===== src/rtl/assert_macros.svh =====
// assertion helpers shared by the rtl
`ifndef ASSERT_MACROS_SVH
`define ASSERT_MACROS_SVH

// property that must hold on every clock edge out of reset
`define UM_ASSERT_HOLD(label, expr, msg) \
    label: assert property (@(posedge clk) disable iff (!rst_n) (expr)) else $error(msg);

// antecedent in one cycle implies consequent in the next cycle
`define UM_ASSERT_NEXT(label, ante, cons, msg) \
    label: assert property (@(posedge clk) disable iff (!rst_n) (ante) |=> (cons)) \
        else $error(msg);

`endif


===== src/rtl/um_pkg.sv =====
package um_pkg;

    localparam int REG_W  = 32;
    localparam int REG_AW = 3;
    localparam int OP_W   = 4;
    localparam int ACT_W  = 4;

    // instruction word layout
    localparam int OPC_SHIFT     = 28;
    localparam int IMM_REG_SHIFT = 25;
    localparam int IMM_W         = 25;
    localparam logic [REG_W-1:0] OUT_LIMIT = 32'd256;

    // opcodes
    localparam logic [OP_W-1:0] OP_CMOV  = 4'd0;
    localparam logic [OP_W-1:0] OP_LOAD  = 4'd1;
    localparam logic [OP_W-1:0] OP_STORE = 4'd2;
    localparam logic [OP_W-1:0] OP_ADD   = 4'd3;
    localparam logic [OP_W-1:0] OP_MUL   = 4'd4;
    localparam logic [OP_W-1:0] OP_DIV   = 4'd5;
    localparam logic [OP_W-1:0] OP_NAND  = 4'd6;
    localparam logic [OP_W-1:0] OP_HALT  = 4'd7;
    localparam logic [OP_W-1:0] OP_MAP   = 4'd8;
    localparam logic [OP_W-1:0] OP_UNMAP = 4'd9;
    localparam logic [OP_W-1:0] OP_OUT   = 4'd10;
    localparam logic [OP_W-1:0] OP_IN    = 4'd11;
    localparam logic [OP_W-1:0] OP_LPROG = 4'd12;
    localparam logic [OP_W-1:0] OP_IMM   = 4'd13;

    // result actions
    localparam logic [ACT_W-1:0] ACT_NONE    = 4'd0;
    localparam logic [ACT_W-1:0] ACT_HALT    = 4'd1;
    localparam logic [ACT_W-1:0] ACT_OUT     = 4'd2;
    localparam logic [ACT_W-1:0] ACT_LOAD    = 4'd3;
    localparam logic [ACT_W-1:0] ACT_STORE   = 4'd4;
    localparam logic [ACT_W-1:0] ACT_MAP     = 4'd5;
    localparam logic [ACT_W-1:0] ACT_UNMAP   = 4'd6;
    localparam logic [ACT_W-1:0] ACT_LPROG   = 4'd7;
    localparam logic [ACT_W-1:0] ACT_DIVZERO = 4'd8;
    localparam logic [ACT_W-1:0] ACT_BADOUT  = 4'd9;
    localparam logic [ACT_W-1:0] ACT_BADOP   = 4'd10;

    typedef enum logic [2:0] {
        S_IDLE,
        S_EXEC,
        S_STORE,
        S_DIV,
        S_DONE
    } state_t;

    // register file read request, two ports
    typedef struct packed {
        logic              en;
        logic [REG_AW-1:0] addr0;
        logic [REG_AW-1:0] addr1;
    } rf_rd_t;

    // register file write request
    typedef struct packed {
        logic              en;
        logic [REG_AW-1:0] addr;
        logic [REG_W-1:0]  data;
    } rf_wr_t;

endpackage


===== src/rtl/um_regfile.sv =====
module um_regfile
(
    input  logic                    clk,
    input  logic                    rst_n,
    input  um_pkg::rf_rd_t          rd,
    input  um_pkg::rf_wr_t          wr,
    output logic [um_pkg::REG_W-1:0] rd0_data,
    output logic [um_pkg::REG_W-1:0] rd1_data
);

    logic [um_pkg::REG_W-1:0]       mem [2**um_pkg::REG_AW];
    logic [2**um_pkg::REG_AW-1:0]   vld_reg;
    logic [um_pkg::REG_W-1:0]       rd0_reg;
    logic [um_pkg::REG_W-1:0]       rd1_reg;

    // storage array
    always_ff @(posedge clk)
    begin
        if (wr.en)
        begin
            mem[wr.addr] <= wr.data;
        end
    end

    // written flags, unwritten entries read as zero
    always_ff @(posedge clk or negedge rst_n)
    begin
        if (!rst_n)
        begin
            vld_reg <= '0;
        end
        else if (wr.en)
        begin
            vld_reg[wr.addr] <= 1'b1;
        end
    end

    // registered read ports
    always_ff @(posedge clk)
    begin
        if (rd.en)
        begin
            rd0_reg <= vld_reg[rd.addr0] ? mem[rd.addr0] : '0;
            rd1_reg <= vld_reg[rd.addr1] ? mem[rd.addr1] : '0;
        end
    end

    assign rd0_data = rd0_reg;
    assign rd1_data = rd1_reg;

endmodule


===== src/rtl/um_divider.sv =====
module um_divider
(
    input  logic                     clk,
    input  logic                     rst_n,
    input  logic                     start,
    input  logic [um_pkg::REG_W-1:0] dividend,
    input  logic [um_pkg::REG_W-1:0] divisor,
    output logic                     done,
    output logic [um_pkg::REG_W-1:0] quotient
);

    localparam int CNT_W = $clog2(um_pkg::REG_W);

    logic                     run_reg, run_next;
    logic                     done_reg, done_next;
    logic [CNT_W-1:0]         cnt_reg, cnt_next;
    logic [um_pkg::REG_W-1:0] rem_reg, rem_next;
    logic [um_pkg::REG_W-1:0] quo_reg, quo_next;
    logic [um_pkg::REG_W-1:0] dvs_reg, dvs_next;
    logic [um_pkg::REG_W:0]   shifted;
    logic [um_pkg::REG_W:0]   diff;
    logic                     ge;

    // one restoring step per cycle
    always_comb
    begin
        shifted   = {rem_reg, quo_reg[um_pkg::REG_W-1]};
        diff      = shifted - {1'b0, dvs_reg};
        ge        = (shifted >= {1'b0, dvs_reg});
        run_next  = run_reg;
        done_next = 1'b0;
        cnt_next  = cnt_reg;
        rem_next  = rem_reg;
        quo_next  = quo_reg;
        dvs_next  = dvs_reg;
        if (start)
        begin
            run_next = 1'b1;
            cnt_next = '1;
            rem_next = '0;
            quo_next = dividend;
            dvs_next = divisor;
        end
        else if (run_reg)
        begin
            rem_next = ge ? diff[um_pkg::REG_W-1:0] : shifted[um_pkg::REG_W-1:0];
            quo_next = {quo_reg[um_pkg::REG_W-2:0], ge};
            cnt_next = cnt_reg - 1'b1;
            if (cnt_reg == '0)
            begin
                run_next  = 1'b0;
                done_next = 1'b1;
            end
        end
    end

    // control registers
    always_ff @(posedge clk or negedge rst_n)
    begin
        if (!rst_n)
        begin
            run_reg  <= 1'b0;
            done_reg <= 1'b0;
            cnt_reg  <= '0;
        end
        else
        begin
            run_reg  <= run_next;
            done_reg <= done_next;
            cnt_reg  <= cnt_next;
        end
    end

    // datapath registers
    always_ff @(posedge clk)
    begin
        rem_reg <= rem_next;
        quo_reg <= quo_next;
        dvs_reg <= dvs_next;
    end

    assign done     = done_reg;
    assign quotient = quo_reg;

endmodule


===== src/rtl/um_instruction_execute_unit.sv =====
// UM32 instruction execute unit with eight 32-bit registers.
// Input channel (in_valid / in_stall): one request per item, either an
// instruction to execute (req_type 0) or the writeback of a memory reply
// (req_type 1) into the register remembered by the last load or map.
// Output channel (out_valid / out_stall): exactly one result per request,
// an action code plus the fields that action uses, all others zero.
// After a request is accepted, the unit executes on the register file read
// data, then commits and raises out_valid; the next request can be taken
// once the commit is done. A store adds a step because register a needs a
// second register file read; a divide waits while the divider retires one
// quotient bit per cycle.
// One request is in flight at a time; in_stall is high while it executes.
// A finished result sits in the output register while the next request
// is accepted; a request finishing while out_stall still holds the old
// result waits in its commit cycle, with the register file unchanged.
// Reset clears all registers to zero (through per-entry written flags, no
// clearing pass), drops any pending reply and empties the output register.
module um_instruction_execute_unit
(
    input  logic        clk,
    input  logic        rst_n,
    input  logic        in_valid,
    output logic        in_stall,
    input  logic        req_type,
    input  logic [31:0] instr_word,
    input  logic [7:0]  in_byte,
    input  logic        in_eof,
    input  logic [31:0] reply_value,
    output logic        out_valid,
    input  logic        out_stall,
    output logic [3:0]  action,
    output logic [31:0] seg_id,
    output logic [31:0] seg_offset,
    output logic [31:0] store_word,
    output logic [7:0]  out_byte,
    output logic [31:0] jump_target,
    output logic        needs_reply
);

`include "assert_macros.svh"

    localparam int W  = um_pkg::REG_W;
    localparam int AW = um_pkg::REG_AW;

    um_pkg::state_t  state_reg, state_next;
    um_pkg::rf_rd_t  rf_rd;
    um_pkg::rf_wr_t  rf_wr;
    logic [W-1:0]    rd0_data;
    logic [W-1:0]    rd1_data;
    logic            div_start;
    logic            div_done;
    logic [W-1:0]    div_quo;

    // captured request
    logic            rtype_reg, rtype_next;
    logic [W-1:0]    instr_reg, instr_next;
    logic [7:0]      byte_reg, byte_next;
    logic            eof_reg, eof_next;
    logic [W-1:0]    reply_reg, reply_next;

    // pending reply tracking
    logic            await_reg, await_next;
    logic [AW-1:0]   pend_reg, pend_next;

    // staged result
    logic [um_pkg::ACT_W-1:0] res_act_reg, res_act_next;
    logic [W-1:0]    res_sid_reg, res_sid_next;
    logic [W-1:0]    res_soff_reg, res_soff_next;
    logic [W-1:0]    res_sw_reg, res_sw_next;
    logic [7:0]      res_ob_reg, res_ob_next;
    logic [W-1:0]    res_jt_reg, res_jt_next;
    logic            res_nr_reg, res_nr_next;
    logic            res_we_reg, res_we_next;
    logic [AW-1:0]   res_waddr_reg, res_waddr_next;
    logic [W-1:0]    res_wdata_reg, res_wdata_next;
    logic            res_setw_reg, res_setw_next;
    logic            res_clrw_reg, res_clrw_next;

    // output register
    logic                     out_valid_reg, out_valid_next;
    logic [um_pkg::ACT_W-1:0] out_act_reg, out_act_next;
    logic [W-1:0]    out_sid_reg, out_sid_next;
    logic [W-1:0]    out_soff_reg, out_soff_next;
    logic [W-1:0]    out_sw_reg, out_sw_next;
    logic [7:0]      out_ob_reg, out_ob_next;
    logic [W-1:0]    out_jt_reg, out_jt_next;
    logic            out_nr_reg, out_nr_next;

    // decoded fields
    logic [um_pkg::OP_W-1:0] op;
    logic [AW-1:0]   ra, rb, rc, rimm;
    logic [W-1:0]    imm_val;
    logic            slot_free;

    assign op      = instr_reg[um_pkg::OPC_SHIFT +: um_pkg::OP_W];
    assign ra      = instr_reg[8:6];
    assign rb      = instr_reg[5:3];
    assign rc      = instr_reg[2:0];
    assign rimm    = instr_reg[um_pkg::IMM_REG_SHIFT +: AW];
    assign imm_val = {{(W-um_pkg::IMM_W){1'b0}}, instr_reg[um_pkg::IMM_W-1:0]};
    assign slot_free = !out_valid_reg || !out_stall;

    um_regfile u_regfile
    (
        .clk      (clk),
        .rst_n    (rst_n),
        .rd       (rf_rd),
        .wr       (rf_wr),
        .rd0_data (rd0_data),
        .rd1_data (rd1_data)
    );

    um_divider u_divider
    (
        .clk      (clk),
        .rst_n    (rst_n),
        .start    (div_start),
        .dividend (rd0_data),
        .divisor  (rd1_data),
        .done     (div_done),
        .quotient (div_quo)
    );

    // sequencer: next state, register file access and result staging
    always_comb
    begin
        state_next     = state_reg;
        in_stall       = 1'b1;
        rf_rd          = '0;
        rf_wr          = '0;
        div_start      = 1'b0;
        rtype_next     = rtype_reg;
        instr_next     = instr_reg;
        byte_next      = byte_reg;
        eof_next       = eof_reg;
        reply_next     = reply_reg;
        await_next     = await_reg;
        pend_next      = pend_reg;
        res_act_next   = res_act_reg;
        res_sid_next   = res_sid_reg;
        res_soff_next  = res_soff_reg;
        res_sw_next    = res_sw_reg;
        res_ob_next    = res_ob_reg;
        res_jt_next    = res_jt_reg;
        res_nr_next    = res_nr_reg;
        res_we_next    = res_we_reg;
        res_waddr_next = res_waddr_reg;
        res_wdata_next = res_wdata_reg;
        res_setw_next  = res_setw_reg;
        res_clrw_next  = res_clrw_reg;
        out_valid_next = out_valid_reg;
        out_act_next   = out_act_reg;
        out_sid_next   = out_sid_reg;
        out_soff_next  = out_soff_reg;
        out_sw_next    = out_sw_reg;
        out_ob_next    = out_ob_reg;
        out_jt_next    = out_jt_reg;
        out_nr_next    = out_nr_reg;

        // output register drains independently
        if (out_valid_reg && !out_stall)
        begin
            out_valid_next = 1'b0;
        end

        unique case (state_reg)
            um_pkg::S_IDLE:
            begin
                in_stall = 1'b0;
                if (in_valid)
                begin
                    rtype_next = req_type;
                    instr_next = instr_word;
                    byte_next  = in_byte;
                    eof_next   = in_eof;
                    reply_next = reply_value;
                    rf_rd.en    = 1'b1;
                    rf_rd.addr0 = instr_word[5:3];
                    rf_rd.addr1 = instr_word[2:0];
                    state_next  = um_pkg::S_EXEC;
                end
            end

            um_pkg::S_EXEC:
            begin
                res_act_next   = um_pkg::ACT_NONE;
                res_sid_next   = '0;
                res_soff_next  = '0;
                res_sw_next    = '0;
                res_ob_next    = '0;
                res_jt_next    = '0;
                res_nr_next    = 1'b0;
                res_we_next    = 1'b0;
                res_waddr_next = ra;
                res_wdata_next = '0;
                res_setw_next  = 1'b0;
                res_clrw_next  = 1'b0;
                state_next     = um_pkg::S_DONE;
                if (rtype_reg)
                begin
                    // memory reply goes to the remembered register
                    res_we_next    = await_reg;
                    res_waddr_next = pend_reg;
                    res_wdata_next = reply_reg;
                    res_clrw_next  = 1'b1;
                end
                else
                begin
                    unique case (op)
                        um_pkg::OP_CMOV:
                        begin
                            res_we_next    = (rd1_data != '0);
                            res_wdata_next = rd0_data;
                        end
                        um_pkg::OP_LOAD:
                        begin
                            res_act_next  = um_pkg::ACT_LOAD;
                            res_sid_next  = rd0_data;
                            res_soff_next = rd1_data;
                            res_nr_next   = 1'b1;
                            res_setw_next = 1'b1;
                        end
                        um_pkg::OP_STORE:
                        begin
                            res_act_next  = um_pkg::ACT_STORE;
                            res_soff_next = rd0_data;
                            res_sw_next   = rd1_data;
                            rf_rd.en      = 1'b1;
                            rf_rd.addr0   = ra;
                            rf_rd.addr1   = rc;
                            state_next    = um_pkg::S_STORE;
                        end
                        um_pkg::OP_ADD:
                        begin
                            res_we_next    = 1'b1;
                            res_wdata_next = rd0_data + rd1_data;
                        end
                        um_pkg::OP_MUL:
                        begin
                            res_we_next    = 1'b1;
                            res_wdata_next = rd0_data * rd1_data;
                        end
                        um_pkg::OP_DIV:
                        begin
                            if (rd1_data == '0)
                            begin
                                res_act_next = um_pkg::ACT_DIVZERO;
                            end
                            else
                            begin
                                div_start  = 1'b1;
                                state_next = um_pkg::S_DIV;
                            end
                        end
                        um_pkg::OP_NAND:
                        begin
                            res_we_next    = 1'b1;
                            res_wdata_next = ~(rd0_data & rd1_data);
                        end
                        um_pkg::OP_HALT:
                        begin
                            res_act_next = um_pkg::ACT_HALT;
                        end
                        um_pkg::OP_MAP:
                        begin
                            res_act_next   = um_pkg::ACT_MAP;
                            res_soff_next  = rd1_data;
                            res_nr_next    = 1'b1;
                            res_setw_next  = 1'b1;
                            res_waddr_next = rb;
                        end
                        um_pkg::OP_UNMAP:
                        begin
                            res_act_next = um_pkg::ACT_UNMAP;
                            res_sid_next = rd1_data;
                        end
                        um_pkg::OP_OUT:
                        begin
                            if (rd1_data >= um_pkg::OUT_LIMIT)
                            begin
                                res_act_next = um_pkg::ACT_BADOUT;
                            end
                            else
                            begin
                                res_act_next = um_pkg::ACT_OUT;
                                res_ob_next  = rd1_data[7:0];
                            end
                        end
                        um_pkg::OP_IN:
                        begin
                            res_we_next    = 1'b1;
                            res_waddr_next = rc;
                            res_wdata_next = eof_reg ? '1 : {{(W-8){1'b0}}, byte_reg};
                        end
                        um_pkg::OP_LPROG:
                        begin
                            res_act_next = um_pkg::ACT_LPROG;
                            res_sid_next = rd0_data;
                            res_jt_next  = rd1_data;
                        end
                        um_pkg::OP_IMM:
                        begin
                            res_we_next    = 1'b1;
                            res_waddr_next = rimm;
                            res_wdata_next = imm_val;
                        end
                        default:
                        begin
                            res_act_next = um_pkg::ACT_BADOP;
                        end
                    endcase
                end
            end

            um_pkg::S_STORE:
            begin
                // register a arrives from the second read
                res_sid_next = rd0_data;
                state_next   = um_pkg::S_DONE;
            end

            um_pkg::S_DIV:
            begin
                if (div_done)
                begin
                    res_we_next    = 1'b1;
                    res_wdata_next = div_quo;
                    state_next     = um_pkg::S_DONE;
                end
            end

            um_pkg::S_DONE:
            begin
                // commit state and hand the result over together
                if (slot_free)
                begin
                    rf_wr.en   = res_we_reg;
                    rf_wr.addr = res_waddr_reg;
                    rf_wr.data = res_wdata_reg;
                    if (res_setw_reg)
                    begin
                        await_next = 1'b1;
                        pend_next  = res_waddr_reg;
                    end
                    else if (res_clrw_reg)
                    begin
                        await_next = 1'b0;
                    end
                    out_valid_next = 1'b1;
                    out_act_next   = res_act_reg;
                    out_sid_next   = res_sid_reg;
                    out_soff_next  = res_soff_reg;
                    out_sw_next    = res_sw_reg;
                    out_ob_next    = res_ob_reg;
                    out_jt_next    = res_jt_reg;
                    out_nr_next    = res_nr_reg;
                    state_next     = um_pkg::S_IDLE;
                end
            end

            default:
            begin
                state_next = um_pkg::S_IDLE;
            end
        endcase
    end

    // control registers
    always_ff @(posedge clk or negedge rst_n)
    begin
        if (!rst_n)
        begin
            state_reg     <= um_pkg::S_IDLE;
            await_reg     <= 1'b0;
            pend_reg      <= '0;
            out_valid_reg <= 1'b0;
        end
        else
        begin
            state_reg     <= state_next;
            await_reg     <= await_next;
            pend_reg      <= pend_next;
            out_valid_reg <= out_valid_next;
        end
    end

    // payload registers
    always_ff @(posedge clk)
    begin
        rtype_reg     <= rtype_next;
        instr_reg     <= instr_next;
        byte_reg      <= byte_next;
        eof_reg       <= eof_next;
        reply_reg     <= reply_next;
        res_act_reg   <= res_act_next;
        res_sid_reg   <= res_sid_next;
        res_soff_reg  <= res_soff_next;
        res_sw_reg    <= res_sw_next;
        res_ob_reg    <= res_ob_next;
        res_jt_reg    <= res_jt_next;
        res_nr_reg    <= res_nr_next;
        res_we_reg    <= res_we_next;
        res_waddr_reg <= res_waddr_next;
        res_wdata_reg <= res_wdata_next;
        res_setw_reg  <= res_setw_next;
        res_clrw_reg  <= res_clrw_next;
        out_act_reg   <= out_act_next;
        out_sid_reg   <= out_sid_next;
        out_soff_reg  <= out_soff_next;
        out_sw_reg    <= out_sw_next;
        out_ob_reg    <= out_ob_next;
        out_jt_reg    <= out_jt_next;
        out_nr_reg    <= out_nr_next;
    end

    assign out_valid   = out_valid_reg;
    assign action      = out_act_reg;
    assign seg_id      = out_sid_reg;
    assign seg_offset  = out_soff_reg;
    assign store_word  = out_sw_reg;
    assign out_byte    = out_ob_reg;
    assign jump_target = out_jt_reg;
    assign needs_reply = out_nr_reg;

    // checks
    `UM_ASSERT_HOLD(a_rf_no_overlap, !(rf_wr.en && rf_rd.en),
        "register file read and write in the same cycle")
    `UM_ASSERT_NEXT(a_accept_to_exec, in_valid && !in_stall, state_reg == um_pkg::S_EXEC,
        "accepted request did not enter execute")
    `UM_ASSERT_HOLD(a_div_done_state, !div_done || state_reg == um_pkg::S_DIV,
        "divider finished outside of divide wait")
    `UM_ASSERT_NEXT(a_commit_pushes, state_reg == um_pkg::S_DONE && slot_free, out_valid,
        "committed request produced no result")

endmodule

===== config.mk =====
export PLATFORM = sky130hd
export DESIGN_NAME = um_instruction_execute_unit
export DESIGN_NICKNAME = d
export VERILOG_FILES = /design/src/rtl/um_pkg.sv /design/src/rtl/um_regfile.sv /design/src/rtl/um_divider.sv /design/src/rtl/um_instruction_execute_unit.sv
export VERILOG_INCLUDE_DIRS = /design/src /design/src/rtl
export SDC_FILE = /design/constraint.sdc
export NUM_CORES = 2
export LEC_CHECK = 0
export ABC_AREA = 1
export BUFFER_PORTS_ARGS = -buffer_cell sky130_fd_sc_hd__buf_4
export CAP_MARGIN = 20
export CORE_MARGIN = 8
export CORE_UTILIZATION = 40
export CTS_BUF_LIST = sky130_fd_sc_hd__clkbuf_4
export DETAILED_ROUTE_END_ITERATION = 8
export GPL_ROUTABILITY_DRIVEN = 0
export RECOVER_POWER = 50
export SYNTH_ARGS = -nofsm -noshare
export SYNTH_HDL_FRONTEND = slang
export SYNTH_SLANG_ARGS = --single-unit

===== constraint.sdc =====
create_clock -name clk -period 28.4 [get_ports clk]
set_clock_uncertainty 0.15 [all_clocks]
set_input_delay 0 -clock clk [delete_from_list [all_inputs] [get_ports clk]]
set_output_delay 0 -clock clk [all_outputs]
set_load 0.01 [all_outputs]

; ---- After elaboration in Yosys (flattened, before gate mapping)
; Memories as Yosys holds them, arrays and structs flattened. A register that Yosys moved wholly into a read port is not among the register bits.
; Index checks and enable logic that the tools add are counted.
[word_totals]
ff_bits = 512
elab_cells = 162
inputBits = 78
rom_bits = 0
out_inout_bits = 143
n_memories = 1
ramBits = 256
latch_bits = 0
[mem_list]
columns = memory, depth, word_bits, read_ports, rd_ports_with_merged_regs, write_ports, line_no
row1 = u_regfile.mem, 8, 32, 2, 2, 1, um_regfile.sv:11  ; logic [um_pkg::REG_W-1:0] mem [2**um_pkg::REG_AW];
[classes]
multipliers = 1
shifts = 0
n_div = 0
eq_ne = 20
magnitude_cmp = 6
bitwise_logic = 6
addsub = 3
muxes = 62
n_reduce_logical = 29
[op_table]
columns = cell, count
row1 = 32-bit one-hot mux with 2 select lines, 4
row2 = 32-bit two-way mux, 7
row3 = 32-bit one-hot mux with 6 select lines, 1
row4 = 36-bit two-way mux, 2
row5 = 4-bit one-hot mux with 9 select lines, 1
row6 = 33-bit by 32-bit greater-or-equal comparator with 1-bit output, 1
row7 = 32-bit adder, 1
row8 = 32-bit AND, 1
row9 = 32-bit by 9-bit greater-or-equal comparator with 1-bit output (second input constant), 1
row10 = 32-bit logical NOT, 1
row11 = 32-bit by 32-bit multiplier with 32-bit output, 1
row12 = 32-bit NOT, 1
row13 = 32-bit nonzero test, 1
row14 = 32-bit subtractor, 1
row15 = 1-bit two-way mux, 25
row16 = 4-bit equality test (second input constant), 6
row17 = 7-bit two-way mux, 3
row18 = 3-bit two-way mux, 6
row19 = 4-bit by 3-bit equality test with 1-bit output (second input constant), 4
row20 = 3-bit one-hot mux with 5 select lines, 1
row21 = 7-bit one-hot mux with 2 select lines, 1
row22 = 3-bit by 4-bit less-than comparator with 1-bit output (second input constant), 3
row23 = 5-bit two-way mux, 2
row24 = 3-bit one-hot mux with 3 select lines, 1
row25 = 29 further kinds, 51

; ---- Longest topological paths before layout
[depth]
ltp_word = 9
mapped_depth = 37
depth_no_buf = 35

; ---- Modules after synthesis
; From an unflattened synthesis, not the netlist that was laid out.
[hier_totals]
hier_cells = 6715
area_unflattened_um2 = 57660.3
[by_module_without_submodules]
columns = mod, instances, cells_each, area_each_um2, seq_area_each_um2
row1 = um_instruction_execute_unit, 1, 3774, 34232.8, 12001.5
row2 = um_regfile, 1, 1979, 16707.3, 9809.4
row3 = um_divider, 1, 962, 6720.2, 2737.6

; ---- Worst setup path before layout
; OpenSTA, ideal clock, no wires.
[synth_timing]
path_type = register to register
from = reg state_reg[1]
to = mem u_regfile.mem[0][0] in the netlist's numbering, enable pin
synth_period_minus_slack_ns = 9.830
path_slack_ns = 18.570
setup_time_ns = 0.421
stages_incl_launch_ff = 6
t_arrival_ns = 9.259
t_required_ns = 27.829
path_cell_list = dfrtp_1 > nor2_2 > nand2_1 > nor2_1 > nand3_1 > nor2_1
[synth_between]
elab_chain_cells = 4
[synth_lines]
columns = element, line_no
row1 = "start, declared", um_instruction_execute_unit.sv:45  ; um_pkg::state_t state_reg, state_next;
row2 = "start signal, assigned", um_instruction_execute_unit.sv:373  ; state_reg <= um_pkg::S_IDLE;
row3 = "start signal, assigned", um_instruction_execute_unit.sv:380  ; state_reg <= state_next;
row4 = 3-bit equality test *, um_instruction_execute_unit.sv:166  ; unique case (state_reg)
row5 = 36-bit two-way mux *, um_instruction_execute_unit.sv:166
row6 = 1-bit two-way mux, um_regfile.sv:19  ; if (wr.en)
row7 = 1-bit two-way mux (implied by the code), um_regfile.sv:21  ; mem[wr.addr] <= wr.data;
row8 = "end, declared", um_regfile.sv:11
; Mark *: on every way between the ends. The rest lies on a longest branch, timed or not.

; ---- Worst setup path after layout
[layout_timing]
from = reg u_regfile.rd1_reg (netlist bit u_regfile.rd1_data[8]) (read register of u_regfile.mem)
to = reg res_wdata_reg[27], data pin
[layout_between]
elab_chain_cells = 4
elab_cells_between_ends = 5
cone_classes = add/sub: 1 / mul: 1 / mux: 3
[layout_lines]
columns = element, line_no
row1 = "start, declared", um_regfile.sv:14  ; logic [um_pkg::REG_W-1:0] rd1_reg;
row2 = 32-bit by 32-bit multiplier with 32-bit output or 32-bit adder (tied branches), "um_instruction_execute_unit.sv:241, um_instruction_execute_unit.sv:236"
row3 = 32-bit one-hot mux with 6 select lines *, um_instruction_execute_unit.sv:209  ; unique case (op)
row4 = 32-bit two-way mux *, um_instruction_execute_unit.sv:199  ; if (rtype_reg)
row5 = 32-bit one-hot mux with 2 select lines *, um_instruction_execute_unit.sv:166
row6 = via res_wdata_next[27], um_instruction_execute_unit.sv:75  ; logic [W-1:0] res_wdata_reg, res_wdata_next;
row7 = "end signal, assigned", um_instruction_execute_unit.sv:404  ; res_wdata_reg <= res_wdata_next;
row8 = "end, declared", um_instruction_execute_unit.sv:75
; Mark *: on every way through the listed nets, which the timed path passes. The rest lies on a longest branch.
; A chain may end at the register's enable or synchronous reset.

==> summary.txt <==
Status
  – Status: complete, but fails checks
  – Failing checks: max-capacitance violations, max-slew violations

Clock tree
  – Num CTS Buffers: roughly 220
  – Clock tree from TritonCTS: built
  – H-tree Lvls: 4
  – Clock slew seen by the registers of the worst setup and hold paths: 0.07 ns
  – CTS Root Cell: clkbuf_4
  – CTS Sinks: 832
  – Clk buf depth: 3
  – Skew-Pair Late Insertion Delay: between 1 and 1.5 ns

Timing
  – Slew Viols, Final: approximately 870
  – Final Cycle Share: roughly 32%
  – Min Tclk post-route: about 9 ns
  – Hold Fails Final Rpt: 0
  – Fin worst setup slack: 19.21 ns
  – RSZ-0062 raised after global routing: false
  – Worst slew margin: -148%
  – Final setup fails: 0
  – FMAX: between 100 and 150 MHz
  – Worst slew pin tran: 3.72 ns
  – Worst hold slack: between 0.2 and 0.25 ns
  – Setup TNS: 0 ns

Cells and area
  – Biggest register: u_regfile.mem
  – Final Core Density: 46.0%
  – Largest register FFs: approximately 260
  – Layout cells sized above 1: 8.41%
  – Fill count: roughly 13000
  – Fin nets: ~7000
  – Synth-to-layout area growth: 14.3%

Drt
  – DR iter-0 viols: around 5200
  – Antenna viol nets, final: 0
  – Via count: 44800
  – WL/cell: around 22 um
  – WL final: 182000 um
  – Via density per instance: approximately 5.4
  – Initial DRT Pass Iterations: 6
  – DR DRC count: 0

Global routing
  – GRT Total Usage: 23.7%
  – Largest net degree at the start of global routing: 94
  – First-pass GRT wire length: 274000 um
  – Initial antenna violation count: 8
  – Via count of the first global-routing pass: 44800
  – GRT overflow: 0

Synth
  – Ys async rst share: 2.76%
  – Top post-synthesis cells by area: edfxtp_1 42%, fa_1 15%, nand2_1 8.1%, inv_1 7.5%, ha_1 4.3%
  – Avg Cell Area, Syn: 9.34 um2
  – Syn Inst Count: roughly 5900
  – Most common cell in the netlist: nand2_1
  – Ys Warns: 0
  – Syn Nets: around 6600
  – Post-synth EDFFs: 777
  – Synth Cell Area: 0.0552 mm2
  – Proportion of netlist area held by the largest area contributor: 42.3%
  – Sequential fraction of the synthesis area: 44.5%
  – Main synth FF type: edfxtp_1
  – Largest area contributor in the netlist: edfxtp_1
  – Cell variety after synth: 57
  – Seq cells post-synth: 832
  – Post-synth top cells: 1187 x nand2_1, 1105 x inv_1, 777 x edfxtp_1

Hold path
  – Hold Path End: jump_target[24]$_DFFE_PP_
  – Hold path depth: 0
  – Hold crit path type: reg -> reg
  – Hold Crit Start: res_jt_reg[24]$_SDFFCE_PP0P_

Floorplan
  – Std cell rows: ~140
  – Die Width: 387 um
  – Boundary pin count: 221
  – Core area: 0.137 mm2
  – Die height: approximately 390 um
  – Initial Util: 40.2%
  – Die area: between 0.15 and 0.2 mm2

Setup path
  – R2R depth: 25
  – Setup crit start kind: flip-flop
  – Worst-path fanout max: 28
  – Worst flop-to-flop path endpoint: res_wdata_reg[27]$_DFFE_PP_
  – Critical path class: reg -> reg
  – Crit. End Element: flip-flop
  – FF-to-FF Start: u_regfile.rd1_data[8]$_SDFFCE_PN0P_
  – Register-to-Register Setup Slack: approximately 19 ns
  – Worst path arrival time: 9.95 ns
  – Critical Path RT: a little under 30 ns

Run
  – Max Cap Violations: 26

Placement
  – Pre-CTS WS: 20.54 ns
  – Post-DP HPWL: 126000 um
  – PortBufs: 220
## worst max-delay path by stage
| stage | startpoint | endpoint | slack, ns | cells past startpoint |
|---|---|---|---|---|
| floorplan | state_reg[1]$_DFFE_PN0P_ | u_regfile.mem[0][0]$_DFFE_PP_ | 18.57 | 5 |
| global placement | u_regfile.rd1_data[11]$_SDFFCE_PN0P_ | res_wdata_reg[27]$_DFFE_PP_ | 20.58 | 22 |
| detailed placement | u_regfile.rd1_data[11]$_SDFFCE_PN0P_ | res_wdata_reg[27]$_DFFE_PP_ | 20.54 | 22 |
| CTS | u_regfile.rd1_data[11]$_SDFFCE_PN0P_ | res_wdata_reg[24]$_DFFE_PP_ | 20.50 | 21 |
| global route | u_regfile.rd1_data[9]$_SDFFCE_PN0P_ | res_wdata_reg[26]$_DFFE_PP_ | 18.89 | 24 |
| finish | u_regfile.rd1_data[8]$_SDFFCE_PN0P_ | res_wdata_reg[27]$_DFFE_PP_ | 19.21 | 25 |
## kinds of logic (layout without fill, tap and decap cells)
kind of cell               after synthesis  count (layout)  share of synthesized area, %
adders and majority gates              599             599                          19.2
other                                    0               8                             0
buffers and inverters                 1426            2084                          10.2
AOI/OAI and AO/OA                      888             888                          9.94
and+or+nand+nor                       2106            2106                          15.3
xor gates and xnor gates                54              54                         0.858
DFF                                    832             832                          44.5
## cell usage in the layout, fill, tap and decap left out, types with 189 or more instances in the layout
cell and instances:
a21oi_1 227, clkbuf_1 190, clkbuf_4 387, dlygate4sd3_1 231, edfxtp_1 777, fa_1 410
ha_1 189, inv_1 1106, nand2_1 1186, nand3_1 206, nor2_1 581, o21ai_0 207
## what timing repair did
| action | 4_1_cts | 5_1_grt |
|---|---|---|
| hold endpoints to repair | 575 | 0 |
| hold buffers | 232 | 0 |
| gates resized for setup | 0 | 0 |
| buffers inserted | 0 | 0 |
## metal layers
layer / GRT usage, % / vias up / wire (um)
met5: 0 / - / 13
met4: 10.4 / 2 / 8110
met3: 5.80 / 428 / 20200
met2: 37.3 / 2514 / 81600
met1: 31.2 / 21700 / 72500
li1: - / 20200 / -
## through the flow
step	cell area, um2	instances
4_1_cts	63800	8356
6_report	63000	8365
2_1_floorplan	55200	5905
5_1_grt	63000	8363
3_5_place_dp	58600	7719
3_3_place_gp	58600	7719
## worst max-delay path, cell delays in order, from the launching register on
cell	delay, ns
edfxtp_1	0.33
clkbuf_1	1.56
nand2_1	0.35
fa_1	0.51
inv_1	0.07
fa_1	0.43
fa_1	0.54
inv_1	0.06
fa_1	0.48
inv_1	0.05
fa_1	0.50
inv_1	0.05
fa_1	0.53
inv_1	0.05
fa_1	0.51
fa_1	0.44
ha_1	0.38
a21oi_1	0.25
o21ai_0	0.13
a21oi_1	0.14
nand3_1	0.16
a21o_1	0.24
o21ai_0	0.46
nand3_1	0.24
nand2_1	0.13
a22oi_1	0.08
## final cells by class
| cell class | instances | area, um2 | area share, % |
|---|---|---|---|
| diodes | 8 | 20.0 | 0.0318 |
| clock inverters | 84 | 447 | 0.709 |
| multi-input cells | 3647 | 25100 | 39.8 |
| clock buffers | 321 | 2410 | 3.82 |
| flip-flops and latches | 832 | 24500 | 38.9 |
| well taps | 1794 | 2240 | 3.56 |
| inverters | 1121 | 4210 | 6.67 |
| repair buffers | 558 | 4070 | 6.46 |
Power is not shown: default switching activity piles up to over one toggle a cycle in this logic, so the estimate is an artifact.
